--- src/sv/pifu_pkg.sv ---
// ============================================================================
// pifu_pkg
// Types, character codes and helpers shared by the integer formatter.
// ============================================================================
package pifu_pkg;

    // Default values of the top level parameters.
    localparam int MAX_WIDTH_DEF    = 64;
    localparam int DIGIT_BUFFER_DEF = 22;

    // Width of the magnitude field.
    localparam int MAG_W = 64;

    // Radix select codes.
    typedef enum logic [1:0] {
        FN_DEC    = 2'd0,
        FN_OCT    = 2'd1,
        FN_HEX_LO = 2'd2,
        FN_HEX_UP = 2'd3
    } t_func;

    typedef logic [6:0] t_width;
    typedef logic [5:0] t_prec;

    // ASCII codes used by the sequencer.
    localparam logic [7:0] CH_SPACE = 8'h20;
    localparam logic [7:0] CH_PLUS  = 8'h2B;
    localparam logic [7:0] CH_MINUS = 8'h2D;
    localparam logic [7:0] CH_ZERO  = 8'h30;
    localparam logic [7:0] CH_UP_A  = 8'h41;
    localparam logic [7:0] CH_UP_X  = 8'h58;
    localparam logic [7:0] CH_LO_A  = 8'h61;
    localparam logic [7:0] CH_LO_X  = 8'h78;

    // One input item.
    typedef struct packed {
        t_func             func;
        logic [MAG_W-1:0]  magnitude;
        logic              negative;
        t_width            field_width;
        logic              has_precision;
        t_prec             precision;
        logic              zero_flag;
        logic              left_flag;
        logic              alt_flag;
        logic              plus_flag;
        logic              space_flag;
    } t_in_item;

    // One result item.
    typedef struct packed {
        logic [7:0] out_char;
        logic       last;
    } t_out_item;

    // Conversion settings held while an item is in work, already saturated.
    typedef struct packed {
        t_func  func;
        logic   negative;
        t_width width;
        logic   has_prec;
        t_prec  prec;
        logic   zero_flag;
        logic   left_flag;
        logic   alt_flag;
        logic   plus_flag;
        logic   space_flag;
    } t_fmt;

    // Requests to the digit converter.
    typedef struct packed {
        logic start;
        logic pop;
    } t_conv_ctl;

    // Status from the digit converter.
    typedef struct packed {
        logic       done;
        logic [3:0] top_digit;
    } t_conv_sts;

    // Map a digit value to its ASCII character, hex letters in either case.
    function automatic logic [7:0] digit_char(input logic [3:0] d, input logic upper);
        logic [7:0] base;
        if (d < 4'd10) begin
            base = CH_ZERO;
        end else if (upper) begin
            base = CH_UP_A - 8'd10;
        end else begin
            base = CH_LO_A - 8'd10;
        end
        return base + {4'b0000, d};
    endfunction

endpackage

--- src/sv/pifu_if.sv ---
// ============================================================================
// pifu_if
// Valid/ready channels of the integer formatter: one for input items and
// one for result items.
// ============================================================================

// Input channel: number and conversion settings.
interface pifu_in_if
    import pifu_pkg::*;
();
    logic     valid;
    logic     ready;
    t_in_item data;

    modport source (output valid, output data, input ready);
    modport sink (input valid, input data, output ready);
endinterface

// Output channel: one character per item.
interface pifu_out_if
    import pifu_pkg::*;
();
    logic      valid;
    logic      ready;
    t_out_item data;

    modport source (output valid, output data, input ready);
    modport sink (input valid, input data, output ready);
endinterface

--- src/sv/printf_integer_formatter_unit.sv ---
// ============================================================================
// printf_integer_formatter_unit
// Formats one 64-bit magnitude with a sign flag as decimal, octal or hex text
// under printf rules for width, precision and the 0, -, #, + and space flags.
// Input channel i_in takes one number with its settings per item; output
// channel o_out gives one ASCII character per item, last set on the final
// one. A number that formats to no text (zero at precision zero) gives no
// output item at all.
// The converter takes one magnitude bit per cycle, then strips the leading
// zero digits, up to DIGIT_BUFFER of them, before the sequencer lays out
// the field. One item is in work at a time; i_in.ready drops on acceptance
// and rises again only after the last character is loaded and the
// sequencer has finished. Reset clears the sequencers; i_in.ready is high
// and o_out.valid low in the next cycle. When the receiver stalls, the
// character waiting in the output register holds and the sequencer waits
// for it.
// ============================================================================
module printf_integer_formatter_unit
    import pifu_pkg::*;
#(
    parameter int MAX_WIDTH    = MAX_WIDTH_DEF,
    parameter int DIGIT_BUFFER = DIGIT_BUFFER_DEF
) (
    input  logic       i_clk,
    input  logic       i_rst_n,
    pifu_in_if.sink    i_in,
    pifu_out_if.source o_out
);

    localparam int     NDW       = $clog2(DIGIT_BUFFER + 1);
    localparam t_width WIDTH_CAP = t_width'(MAX_WIDTH);
    localparam t_prec  PREC_CAP  = t_prec'(MAX_WIDTH - 4);

    logic           r_busy;
    t_fmt           r_fmt;
    t_fmt           w_fmt;
    logic           w_accept;
    t_conv_ctl      w_ctl;
    t_conv_sts      w_sts;
    logic [NDW-1:0] w_nd;
    logic           w_pop;
    logic           w_fin;

    assign i_in.ready = !r_busy;
    assign w_accept   = i_in.valid && !r_busy;

    // Saturate width and precision; no precision counts as zero.
    always_comb begin
        w_fmt.func       = i_in.data.func;
        w_fmt.negative   = i_in.data.negative;
        w_fmt.width      = (i_in.data.field_width > WIDTH_CAP) ? WIDTH_CAP
                                                               : i_in.data.field_width;
        w_fmt.has_prec   = i_in.data.has_precision;
        w_fmt.prec       = !i_in.data.has_precision ? '0
                         : ((i_in.data.precision > PREC_CAP) ? PREC_CAP
                                                             : i_in.data.precision);
        w_fmt.zero_flag  = i_in.data.zero_flag;
        w_fmt.left_flag  = i_in.data.left_flag;
        w_fmt.alt_flag   = i_in.data.alt_flag;
        w_fmt.plus_flag  = i_in.data.plus_flag;
        w_fmt.space_flag = i_in.data.space_flag;
    end

    // Hold the settings from acceptance until the sequencer finishes.
    always_ff @(posedge i_clk) begin
        if (!i_rst_n) begin
            r_busy <= 1'b0;
        end else if (w_accept) begin
            r_busy <= 1'b1;
            r_fmt  <= w_fmt;
        end else if (w_fin) begin
            r_busy <= 1'b0;
        end
    end

    assign w_ctl = '{start: w_accept, pop: w_pop};

    pifu_conv #(
        .DIGIT_BUFFER (DIGIT_BUFFER)
    ) u_conv (
        .i_clk   (i_clk),
        .i_rst_n (i_rst_n),
        .i_ctl   (w_ctl),
        .i_mag   (i_in.data.magnitude),
        .i_radix (i_in.data.func),
        .o_sts   (w_sts),
        .o_nd    (w_nd)
    );

    pifu_emit #(
        .MAX_WIDTH    (MAX_WIDTH),
        .DIGIT_BUFFER (DIGIT_BUFFER)
    ) u_emit (
        .i_clk   (i_clk),
        .i_rst_n (i_rst_n),
        .i_fmt   (r_fmt),
        .i_sts   (w_sts),
        .i_nd    (w_nd),
        .o_pop   (w_pop),
        .o_fin   (w_fin),
        .o_out   (o_out)
    );

endmodule

--- src/sv/pifu_conv.sv ---
// ============================================================================
// pifu_conv
// Bit-serial radix converter. The magnitude is shifted in one bit per cycle,
// MSB first, into a chain of 4-bit digit cells (add-3 correction for decimal,
// 3-bit cells for octal, plain 4-bit cells for hex). Leading zero digits are
// then shifted out one per cycle, and the digits are popped MSB first.
// ============================================================================
module pifu_conv
    import pifu_pkg::*;
#(
    parameter int DIGIT_BUFFER = DIGIT_BUFFER_DEF
) (
    input  logic                                i_clk,
    input  logic                                i_rst_n,
    input  t_conv_ctl                           i_ctl,
    input  logic [MAG_W-1:0]                    i_mag,
    input  t_func                               i_radix,
    output t_conv_sts                           o_sts,
    output logic [$clog2(DIGIT_BUFFER+1)-1:0]   o_nd
);

    localparam int NDW = $clog2(DIGIT_BUFFER + 1);
    localparam int BCW = $clog2(MAG_W);

    typedef enum logic [1:0] {
        C_IDLE,
        C_CONV,
        C_NORM
    } t_state;

    t_state                         r_state;
    logic                           r_done;
    logic [MAG_W-1:0]               r_mag;
    t_func                          r_radix;
    logic [DIGIT_BUFFER-1:0][3:0]   r_dig;
    logic [BCW-1:0]                 r_bits;
    logic [NDW-1:0]                 r_lz;

    logic [DIGIT_BUFFER-1:0][3:0]   w_adj;
    logic [DIGIT_BUFFER-1:0][3:0]   w_step;
    logic [DIGIT_BUFFER-1:0][3:0]   w_up;
    logic [DIGIT_BUFFER-1:0]        w_cout;
    logic [DIGIT_BUFFER-1:0]        w_cin;
    logic                           w_norm_shift;

    // Per-cell correction and the bit each cell passes to the next one up.
    always_comb begin
        for (int i = 0; i < DIGIT_BUFFER; i++) begin
            unique case (r_radix) inside
                FN_DEC: begin
                    w_adj[i]  = (r_dig[i] >= 4'd5) ? r_dig[i] + 4'd3 : r_dig[i];
                    w_cout[i] = w_adj[i][3];
                end
                FN_OCT: begin
                    w_adj[i]  = r_dig[i];
                    w_cout[i] = r_dig[i][2];
                end
                FN_HEX_LO, FN_HEX_UP: begin
                    w_adj[i]  = r_dig[i];
                    w_cout[i] = r_dig[i][3];
                end
            endcase
        end
    end

    // The lowest cell takes the next magnitude bit.
    assign w_cin = {w_cout[DIGIT_BUFFER-2:0], r_mag[MAG_W-1]};

    // New cell values for one conversion step.
    always_comb begin
        for (int i = 0; i < DIGIT_BUFFER; i++) begin
            if (r_radix == FN_OCT) begin
                w_step[i] = {1'b0, w_adj[i][1:0], w_cin[i]};
            end else begin
                w_step[i] = {w_adj[i][2:0], w_cin[i]};
            end
        end
    end

    // Whole-digit shift toward the top cell.
    assign w_up = {r_dig[DIGIT_BUFFER-2:0], 4'd0};

    // A leading zero digit is still to be stripped.
    assign w_norm_shift = (r_dig[DIGIT_BUFFER-1] == 4'd0) && (r_lz != NDW'(DIGIT_BUFFER));

    // Sequencer: convert, strip leading zeros, then pop digits on request.
    always_ff @(posedge i_clk) begin
        if (!i_rst_n) begin
            r_state <= C_IDLE;
            r_done  <= 1'b0;
        end else begin
            r_done <= (r_state == C_NORM) && !w_norm_shift;
            unique case (r_state)
                C_IDLE: begin
                    if (i_ctl.start) begin
                        r_state <= C_CONV;
                        r_mag   <= i_mag;
                        r_radix <= i_radix;
                        r_dig   <= '0;
                        r_bits  <= '0;
                        r_lz    <= '0;
                    end else if (i_ctl.pop) begin
                        r_dig <= w_up;
                    end
                end
                C_CONV: begin
                    r_dig  <= w_step;
                    r_mag  <= {r_mag[MAG_W-2:0], 1'b0};
                    r_bits <= r_bits + 1'b1;
                    if (r_bits == BCW'(MAG_W - 1)) begin
                        r_state <= C_NORM;
                    end
                end
                C_NORM: begin
                    if (w_norm_shift) begin
                        r_dig <= w_up;
                        r_lz  <= r_lz + 1'b1;
                    end else begin
                        r_state <= C_IDLE;
                    end
                end
                default: begin
                    r_state <= C_IDLE;
                end
            endcase
        end
    end

    assign o_sts = '{done: r_done, top_digit: r_dig[DIGIT_BUFFER-1]};
    assign o_nd  = NDW'(DIGIT_BUFFER) - r_lz;

endmodule

--- src/sv/pifu_emit.sv ---
// ============================================================================
// pifu_emit
// Field layout and character sequencer. Works out sign, prefix, precision fill
// and padding, then walks the segments of the field; within a segment it loads
// one character per cycle into the output register while the receiver keeps up.
// ============================================================================
module pifu_emit
    import pifu_pkg::*;
#(
    parameter int MAX_WIDTH    = MAX_WIDTH_DEF,
    parameter int DIGIT_BUFFER = DIGIT_BUFFER_DEF
) (
    input  logic                                i_clk,
    input  logic                                i_rst_n,
    input  t_fmt                                i_fmt,
    input  t_conv_sts                           i_sts,
    input  logic [$clog2(DIGIT_BUFFER+1)-1:0]   i_nd,
    output logic                                o_pop,
    output logic                                o_fin,
    pifu_out_if.source                          o_out
);

    localparam int LW = $clog2(MAX_WIDTH + DIGIT_BUFFER + 4);

    typedef enum logic [2:0] {
        E_IDLE,
        E_DPAD,
        E_BODY,
        E_PAD,
        E_RUN
    } t_state;

    typedef enum logic [3:0] {
        SG_START,
        SG_LPAD,
        SG_SIGN,
        SG_ALT0,
        SG_ALTX,
        SG_ZPAD,
        SG_PREC,
        SG_DIGS,
        SG_TPAD
    } t_seg;

    t_state         r_state;
    t_seg           r_seg;
    logic [LW-1:0]  r_cnt;
    logic [LW-1:0]  r_left;
    logic [LW-1:0]  r_nd;
    logic [LW-1:0]  r_dpad;
    logic [LW-1:0]  r_body;
    logic [LW-1:0]  r_pad;
    logic           r_mzero;
    logic           r_sign_len;
    logic [7:0]     r_sign_char;
    logic           r_zero_pad;
    logic [1:0]     r_alt;
    logic           r_out_valid;
    logic [7:0]     r_out_char;
    logic           r_out_last;
    logic           r_fin;

    logic [LW-1:0]  w_prec;
    logic [LW-1:0]  w_width;
    logic [LW-1:0]  w_nd_eff;
    logic [LW-1:0]  w_dpad;
    logic [1:0]     w_alt;
    t_seg           w_seg_next;
    logic [LW-1:0]  w_len_next;
    logic [7:0]     w_char;
    logic           w_emit;

    assign w_prec  = LW'(i_fmt.prec);
    assign w_width = LW'(i_fmt.width);

    // A zero value has one digit, or none when the precision is an explicit zero.
    assign w_nd_eff = (i_nd == '0)
                    ? ((i_fmt.has_prec && i_fmt.prec == '0) ? '0 : LW'(1))
                    : LW'(i_nd);

    // Precision fill and the alternate-form prefix length.
    assign w_dpad = (w_prec > r_nd) ? w_prec - r_nd : '0;

    always_comb begin
        w_alt = 2'd0;
        if (i_fmt.alt_flag) begin
            unique case (i_fmt.func) inside
                FN_HEX_LO, FN_HEX_UP: w_alt = r_mzero ? 2'd0 : 2'd2;
                FN_OCT: begin
                    // The extra 0 only when the digits do not already start with 0.
                    if (w_prec <= r_nd && (!r_mzero || r_nd == '0)) begin
                        w_alt = 2'd1;
                    end
                end
                FN_DEC: w_alt = 2'd0;
            endcase
        end
    end

    // Next segment of the field and its length.
    always_comb begin
        w_seg_next = SG_TPAD;
        w_len_next = '0;
        unique case (r_seg)
            SG_START: begin
                w_seg_next = SG_LPAD;
                w_len_next = (!i_fmt.left_flag && !r_zero_pad) ? r_pad : '0;
            end
            SG_LPAD: begin
                w_seg_next = SG_SIGN;
                w_len_next = LW'(r_sign_len);
            end
            SG_SIGN: begin
                w_seg_next = SG_ALT0;
                w_len_next = LW'(r_alt != 2'd0);
            end
            SG_ALT0: begin
                w_seg_next = SG_ALTX;
                w_len_next = LW'(r_alt == 2'd2);
            end
            SG_ALTX: begin
                w_seg_next = SG_ZPAD;
                w_len_next = r_zero_pad ? r_pad : '0;
            end
            SG_ZPAD: begin
                w_seg_next = SG_PREC;
                w_len_next = r_dpad;
            end
            SG_PREC: begin
                w_seg_next = SG_DIGS;
                w_len_next = r_nd;
            end
            SG_DIGS: begin
                w_seg_next = SG_TPAD;
                w_len_next = i_fmt.left_flag ? r_pad : '0;
            end
            SG_TPAD: begin
                w_seg_next = SG_TPAD;
                w_len_next = '0;
            end
            default: begin
                w_seg_next = SG_TPAD;
                w_len_next = '0;
            end
        endcase
    end

    // Character of the current segment.
    always_comb begin
        unique case (r_seg) inside
            SG_SIGN:                   w_char = r_sign_char;
            SG_ALT0, SG_ZPAD, SG_PREC: w_char = CH_ZERO;
            SG_ALTX: w_char = (i_fmt.func == FN_HEX_UP) ? CH_UP_X : CH_LO_X;
            SG_DIGS: w_char = digit_char(i_sts.top_digit, i_fmt.func == FN_HEX_UP);
            default:                   w_char = CH_SPACE;
        endcase
    end

    // A character goes out when the segment has one left and the register is free.
    assign w_emit = (r_state == E_RUN) && (r_cnt != '0) && (!r_out_valid || o_out.ready);
    assign o_pop  = w_emit && (r_seg == SG_DIGS);

    // Layout steps, segment walk and output register.
    always_ff @(posedge i_clk) begin
        if (!i_rst_n) begin
            r_state     <= E_IDLE;
            r_out_valid <= 1'b0;
            r_fin       <= 1'b0;
        end else begin
            r_fin <= (r_state == E_RUN) && (r_cnt == '0) && (r_seg == SG_TPAD);
            if (w_emit) begin
                r_out_valid <= 1'b1;
                r_out_char  <= w_char;
                r_out_last  <= (r_left == LW'(1));
            end else if (o_out.ready) begin
                r_out_valid <= 1'b0;
            end
            unique case (r_state)
                E_IDLE: begin
                    if (i_sts.done) begin
                        r_mzero     <= (i_nd == '0);
                        r_nd        <= w_nd_eff;
                        r_sign_len  <= i_fmt.negative || i_fmt.plus_flag || i_fmt.space_flag;
                        r_sign_char <= i_fmt.negative ? CH_MINUS
                                     : (i_fmt.plus_flag ? CH_PLUS : CH_SPACE);
                        r_zero_pad  <= i_fmt.zero_flag && !i_fmt.has_prec && !i_fmt.left_flag;
                        r_state     <= E_DPAD;
                    end
                end
                E_DPAD: begin
                    r_dpad  <= w_dpad;
                    r_alt   <= w_alt;
                    r_state <= E_BODY;
                end
                E_BODY: begin
                    r_body  <= LW'(r_sign_len) + LW'(r_alt) + r_dpad + r_nd;
                    r_state <= E_PAD;
                end
                E_PAD: begin
                    r_pad   <= (w_width > r_body) ? w_width - r_body : '0;
                    r_left  <= (w_width > r_body) ? w_width : r_body;
                    r_seg   <= SG_START;
                    r_cnt   <= '0;
                    r_state <= E_RUN;
                end
                E_RUN: begin
                    if (r_cnt == '0) begin
                        if (r_seg == SG_TPAD) begin
                            r_state <= E_IDLE;
                        end else begin
                            r_seg <= w_seg_next;
                            r_cnt <= w_len_next;
                        end
                    end else if (w_emit) begin
                        r_cnt  <= r_cnt - 1'b1;
                        r_left <= r_left - 1'b1;
                    end
                end
                default: begin
                    r_state <= E_IDLE;
                end
            endcase
        end
    end

    assign o_fin       = r_fin;
    assign o_out.valid = r_out_valid;
    assign o_out.data  = t_out_item'{out_char: r_out_char, last: r_out_last};

endmodule

--- src/flat_wrapper.sv ---
// flat-port wrapper written by rule: the top's interface ports become plain ports
module printf_integer_formatter_unit_flat import pifu_pkg::*;
#(
    parameter int MAX_WIDTH    = MAX_WIDTH_DEF,
    parameter int DIGIT_BUFFER = DIGIT_BUFFER_DEF
)
  (i_clk, i_rst_n, i_in_valid, i_in_data, i_in_ready, o_out_valid, o_out_data, o_out_ready);
  pifu_in_if i_in_i ();
  pifu_out_if o_out_i ();
  input  logic i_clk;
  input  logic i_rst_n;
  input wire logic [$bits(i_in_i.valid)-1:0] i_in_valid;
  input wire logic [$bits(i_in_i.data)-1:0] i_in_data;
  output wire logic [$bits(i_in_i.ready)-1:0] i_in_ready;
  output wire logic [$bits(o_out_i.valid)-1:0] o_out_valid;
  output wire logic [$bits(o_out_i.data)-1:0] o_out_data;
  input wire logic [$bits(o_out_i.ready)-1:0] o_out_ready;
  assign i_in_i.valid = i_in_valid;
  assign i_in_i.data = i_in_data;
  assign i_in_ready = i_in_i.ready;
  assign o_out_valid = o_out_i.valid;
  assign o_out_data = o_out_i.data;
  assign o_out_i.ready = o_out_ready;
  printf_integer_formatter_unit #(.MAX_WIDTH(MAX_WIDTH), .DIGIT_BUFFER(DIGIT_BUFFER)) u_core (.i_clk(i_clk), .i_rst_n(i_rst_n), .i_in(i_in_i), .o_out(o_out_i));
endmodule
--- config.mk ---
export PLATFORM = sky130hd
export DESIGN_NAME = printf_integer_formatter_unit_flat
export DESIGN_NICKNAME = d
export VERILOG_FILES = /design/src/sv/pifu_pkg.sv /design/src/sv/pifu_if.sv /design/src/sv/printf_integer_formatter_unit.sv /design/src/sv/pifu_conv.sv /design/src/sv/pifu_emit.sv /design/src/flat_wrapper.sv
export SDC_FILE = /design/constraint.sdc
export NUM_CORES = 1
export LEC_CHECK = 0
export ABC_AREA = 1
export BUFFER_PORTS_ARGS = -buffer_cell sky130_fd_sc_hd__buf_2
export CORE_MARGIN = 2
export CORE_UTILIZATION = 40
export DETAILED_ROUTE_END_ITERATION = 10
export HOLD_SLACK_MARGIN = 0.1
export PLACE_DENSITY_LB_ADDON = 0.08
export SLEW_MARGIN = 20
export SYNTH_ARGS = -nofsm -noshare
export SYNTH_HDL_FRONTEND = slang
export SYNTH_HIERARCHICAL = 1
export SYNTH_SLANG_ARGS = --single-unit
--- constraint.sdc ---
create_clock -name i_clk -period 8.05 [get_ports i_clk]
set_clock_uncertainty 0.05 [all_clocks]
set_input_delay 0.805 -clock i_clk [delete_from_list [all_inputs] [get_ports i_clk]]
set_output_delay 0.805 -clock i_clk [all_outputs]
set_load 0.01 [all_outputs]
==> out/qor.yml, run 1 <==
global_route:
  grt-ovfl-total: 0
  grt_pass1_vias: 11579
  grt.total_usage_pct: 18.0
  antenna_found_initial: 1
  grt_pass1_wl_mm: 57.7
  grt_max_degree: 78
yosys:
  ys_ff_latch: 257
  yosys.area_share.simple_pct: 24.1
  synthFlopType: "edfxtp_1"
  syn_inst: 1788
  synth_fa_ha_area_share_pct: 7.30
  ys_warn_count: 6
  synth_top_family_by_area: "simple AND/OR/NAND/NOR gates"
  synth_compound_area_share_pct: 9.63
  yosysUniqueCellTypes: 45
  syn-mean-instance-area_um2: 8.49
  async_flop_share_pct: 0
  syn_area_um2: 15200
  synth_mux_area_share_pct: 0
  synth_xor_area_share_pct: 1.04
  synth_seq_area_share_pct: 50.2
  synth_edf_count: 248
  syn-num-nets: 1963
route:
  route.met2.wl_mm: 15.6
  avgRoutedWirePerCell_um: 14.5
  highest_layer: "met5"
  routed-wl-met3_mm: 1.72
  wl_mm: 34.7
  vias: 12054
  viasPerCell: 5.02
  drc: 0
  drt_pass1_iterations: 5
  antenna_left: 0
  wl_met1_mm: 16.7
  drtIter0Drc: 756
placed_design:
  dp_hpwl_mm: 23.3
  port-buffer-count: 100
  gp_congestion: 0.839
timing:
  setup-violations-final: 0
  worstMarginPinSlew_ps: 954
  fin_crit_sh_pct: 44.8
  relSlewSlack_pct: 35.9
  slew_viol_final: 0
  rsz0062_at_grt: "false"
  hold_violations: 0
  setup_tns_ps: 0
  max_freq_ghz: 0.277
  min_period_ps: 3610
floorplan:
  die_area_um2: 39500
  ios: 101
  start_util_pct: 40.5
  die_h_um: 199
  die_w_um: 199
  fp.coreArea_um2: 37500
  num_rows: 71
critical_path:
  cp_slowest_cell: "buf_4"
  crit_required_ps: 8210
  max_stage_delay_ps: 710
  crit_path_end_kind: "register"
  cp_max_fo: 56
  cp-start-kind: "register"
  worstSetupPathType: "register to register"
  path_delay_family: "simple AND/OR/NAND/NOR gates"
  cp.arrival_ps: 3770
  path_cells: "nor3_2, nand2_1, inv_2, nand2_1, nor2_1, nor2_1, nor3_2, buf_4, buf_4"
  crit_buf_inv: 3
  r2r_slack_ps: 4440
clock_tree:
  cts_buffers: 31
  post-cts-setup-buffer-count: 0
  clock_latency_ps: 580
  cts_tree: "built"
  cts_hold_buf: 0
  ctsResizeCount: 0
  cts-root-buf: "clkbuf_16"
  clkSinkCount: 257
  cts_htree_levels: 1
  path_clk_slew_ps: 60
  clock_path_buffers: 3
finish:
  nFillCells: 3736
  drive_gt1_share_pct: 10.1
  diodes: 0
  final_cell_mix: "nand2_1 (539), edfxtp_1 (248), inv_1 (213)"
  syn_to_final_growth_pct: 12.5
  finalNetCount: 2043
  final_common_cell: "nand2_1"
pwr:
  peakVddDrop_mv: 0.219
  p_leak_nw: 7.48
  finalPower_mw: 5.38
  pwr_density_cell_nw_per_um2: 315
run_status:
  status: "complete, no violations"
min_path:
  worst_hold_path_type: "input pin to register"
run:
  max_cap_violations: 0
sequential cells by signal, summed over array words and instances, names as in the netlist, 2 cells and up:
signal / count
u_core/u_conv/r_mag: 64
u_core/u_emit/r_alt: 2
u_core/u_emit/r_nd: 5
u_core/u_emit/r_body: 7
u_core/u_conv/r_dig: 84
u_core/u_emit/r_pad: 7
u_core/u_emit/r_left: 7
u_core/u_conv/r_state: 2
u_core/u_emit/r_sign_char: 3
u_core/u_conv/o_sts: 4
u_core/u_conv/r_bits: 6
u_core/r_fmt: 22
u_core/u_emit/r_out_char: 8
u_core/u_emit/r_dpad: 7
u_core/u_conv/r_lz: 5
u_core/u_emit/r_seg: 4
u_core/u_emit/r_state: 3
u_core/u_conv/r_radix: 2
u_core/u_emit/r_cnt: 7
cells by family after synthesis:
logic type,Yosys count
AOI/OAI and AO/OA,260
xor gates and xnor gates,18
adders and majority gates,85
buffers and inverters,288
DFF,257
other,1
and+or+nand+nor,879
final cells by class:
cell class / instances / area (um^2) / area share, %
Clock buffer: 45 / 868 / 5.08
Clock inverter: 12 / 98.8 / 0.579
Inverter: 224 / 842 / 4.93
Multi-Input combinational cell: 1243 / 6420 / 37.6
Sequential cell: 257 / 7630 / 44.7
Tap cell: 511 / 639 / 3.74
Timing Repair Buffer: 111 / 583 / 3.41
per-stage QoR:
step,instance area [um^2],utilization [%],setup slack (ps),cells,hold slack [ps]
after CTS,17100,45.6,4410,2403,311
after global routing,17100,45.6,4140,2403,324
after global placement,16100,43.0,4500,2346,445
after floorplan,15200,-,245,1788,392
final,17100,45.6,4440,2403,351
after detailed placement,16100,43.0,4420,2346,416
Yosys cell counts, types with 2 or more instances:
cell type	n	share of area [%]
nor2_2	5	0.21
xnor2_1	6	0.35
nor2_1	130	3.2
o21ai_0	112	3.7
a21o_1	2	0.099
clkbuf_1	21	0.52
nand3_1	161	5.3
nor2_4	2	0.15
nor3_1	6	0.20
nand3b_1	2	0.099
xor2_1	12	0.69
or2_1	2	0.082
inv_2	8	0.20
nand2_1	539	13
nor3b_1	5	0.25
a211oi_1	2	0.099
ha_1	79	6.5
dfxtp_1	9	1.2
buf_2	30	0.99
o21ai_1	19	0.63
buf_4	12	0.59
o22ai_1	3	0.12
edfxtp_1	248	49
o211ai_1	19	0.94
nand4_1	9	0.37
a21oi_2	3	0.17
o21bai_1	11	0.54
or2_2	6	0.25
fa_1	6	0.79
inv_1	215	5.3
a21oi_1	58	1.9
a31oi_1	21	0.87
nand2_2	3	0.12
nor4_1	3	0.12
nor3_2	2	0.13
o221ai_1	8	0.46
final timing paths:
check / cells after the start / to / startpoint
min reg2reg: 0 / u_core/u_emit/r_sign_char[2] / u_core/r_fmt[19]
min: 1 / u_core/r_fmt[3] / i_in_data[3]
max reg2reg: 9 / u_core/u_conv/r_dig[62] / u_core/u_emit/r_state[1]
max: 9 / u_core/u_conv/r_dig[62] / u_core/u_emit/r_state[1]
report_power, final:
group          total, mW  internal [mW]  switching, mW
Sequential          2.22           2.00          0.220
Clock               1.34          0.779          0.564
Combinational       1.82          0.560           1.26
per-layer routing:
layer	track usage [%]	vias up
met3	2.76	54
met2	29.3	254
li1	-	6123
met1	25.1	5621
met5	0	-
met4	4.51	2
Note: power is estimated with default switching activity, not from simulation.
==> inputs of run 2 (changes only) <==
- clock period: 8.05 -> 3.25 ns (I/O delays scaled with it)
==> run 2 against run 1 <==
Utilization is 3.4 points higher. Non-clock buffer count grew 98. Wire length grew 4.7%. Power increased to 2.6 times the previous value. Largest cell class unchanged. Highest routed layer is now met4. Sequential cell count did not move. Clock power increased to 2.9 times the previous value. Sequential power increased by 150%. Largest power group unchanged.
==> out/qor.yml, run 2 (synthesis gave the netlist of run 1 again) <==
run_status:
  status: "complete, no violations"
timing:
  setup_tns_ps: 0
  holdWs_ps: 121
  slew_viol_final: 0
  min_period_ps: 2610
  worstMarginPinSlew_ps: 807
  max_freq_ghz: 0.383
  timing.final.ws_setup_ps: 639
  relSlewSlack_pct: 46.0
  setup-violations-final: 0
  rsz0062_at_grt: "false"
  fin_crit_sh_pct: 80.3
  hold_violations: 0
min_path:
  hold_depth: 3
  worstHoldEndpoint: "u_core/r_fmt[16]"
  min_from: "i_in_data[16]"
  worst_hold_path_type: "input pin to register"
critical_path:
  max_stage_delay_ps: 560
  crit_required_ps: 3430
  reg2regPathDepth: 8
  cp-start-kind: "register"
  r2r_slack_ps: 640
  crit_path_end_kind: "register"
  r2r_end: "u_core/u_conv/r_dig[46]"
  r2r-start: "u_core/u_emit/r_seg[3]"
  cp_common_cell: "nor2_1"
  cp_max_fo: 22
  worstSetupPathType: "register to register"
  cp_slowest_cell: "nor3_4"
  cp.arrival_ps: 2790
  path_cells: "inv_2, nand2_2, nor2_4, inv_1, nor2_1, nor2_1, nor3_4, buf_12"
clock_tree:
  path_clk_slew_ps: 60
  cts_buffers: 34
  clock_latency_ps: 530
  cts_htree_levels: 2
  cts_tree: "built"
  cts-root-buf: "clkbuf_16"
  clock_path_buffers: 3
  post-cts-setup-buffer-count: 0
  clkSinkCount: 257
route:
  drc: 0
  viasPerCell: 4.92
  wl_mm: 36.4
  antenna_left: 0
  drtIter0Drc: 672
  drt_pass1_iterations: 5
  vias: 12333
  avgRoutedWirePerCell_um: 14.5
floorplan:
  start_util_pct: 40.5
  die_w_um: 199
  num_rows: 71
  ios: 101
  die_area_um2: 39500
  fp.coreArea_um2: 37500
  die_h_um: 199
finish:
  drive_gt1_share_pct: 10.9
  reg_top3: "u_core/u_conv/r_dig: 84 flops, u_core/u_conv/r_mag: 64 flops, u_core/r_fmt: 22 flops"
  syn_to_final_growth_pct: 20.8
  final_common_cell: "nand2_1"
  top_register: "u_core/u_conv/r_dig"
  finalNetCount: 2144
  diodes: 0
  final_cell_mix: "nand2_1 (537), edfxtp_1 (248), inv_1 (212)"
  fin_util_pct: 48.9
  largest_register_ffs: 84
placed_design:
  port-buffer-count: 100
  dp_hpwl_mm: 24.0
  gp_congestion: 0.818
  pre_cts_slack_ps: 642
global_route:
  grt_pass1_vias: 12120
  grt_max_degree: 71
  grt.total_usage_pct: 18.9
  grt-ovfl-total: 0
  antenna_found_initial: 0
  grt_pass1_wl_mm: 60.0
pwr:
  p_leak_nw: 8.02
  peakVddDrop_mv: 0.544
  pwr_density_cell_nw_per_um2: 775
  finalPower_mw: 14.2
run:
  max_cap_violations: 0
==> run 2: metal layers <==
layer | vias up | part of all wire [%] | GRT usage [%] | wire [um]
met5 | - | 0 | 0 | 0
met4 | 0 | 1.8 | 5.36 | 644
met3 | 47 | 4.6 | 2.83 | 1690
met2 | 262 | 45 | 30.2 | 16400
met1 | 5692 | 48 | 26.6 | 17600
li1 | 6332 | - | - | -
==> run 2: worst max path at each step <==
stage	start	endpoint	slack, ps	cells past startpoint
global placement	u_core/u_emit/r_seg[3]	u_core/u_conv/r_dig[41]	660	8
global route	u_core/u_emit/r_seg[3]	u_core/u_conv/r_dig[54]	410	8
floorplan	u_core/u_emit/r_state[2]	u_core/u_conv/o_sts[0]	-470	9
CTS	u_core/u_emit/r_seg[3]	u_core/u_conv/r_dig[59]	620	8
detailed placement	u_core/u_emit/r_seg[3]	u_core/u_conv/r_dig[41]	640	8
finish	u_core/u_emit/r_seg[3]	u_core/u_conv/r_dig[46]	640	8
==> run 2: power by group <==
part           internal (mW)  switching (mW)  leakage [nW]
Combinational           1.59            3.23          5.04
Clock                   2.45            1.48         0.569
Sequential              4.93           0.541          2.41
==> run 2: repair_timing <==
item | 4_1_cts | 5_1_grt
resized for setup | 0 | 0
hold buffers | 86 | 0
endpoints found under the hold margin | 90 | 0
==> run 2: final cells by class <==
type,count,area [um^2]
repair buffers,209,1620
fillers,3602,19100
well taps,511,639
clock buffers,42,932
clock inverters,19,240
inverters,224,843
multi-input cells,1243,6430
flip-flops and latches,257,7630
==> run 2: stage by stage <==
stage | cells | area (um^2)
5_1_grt | 2505 | 18300
6_report | 2505 | 18300
3_3_place_gp | 2358 | 16300
3_5_place_dp | 2358 | 16300
2_1_floorplan | 1788 | 15200
4_1_cts | 2505 | 18300
==> run 2: critical path, delay by kind of cell (launching register included) <==
kind	cells	cell delay (ps)
buffers and inverters	3	510
DFF	1	540
and+or+nand+nor	5	1200
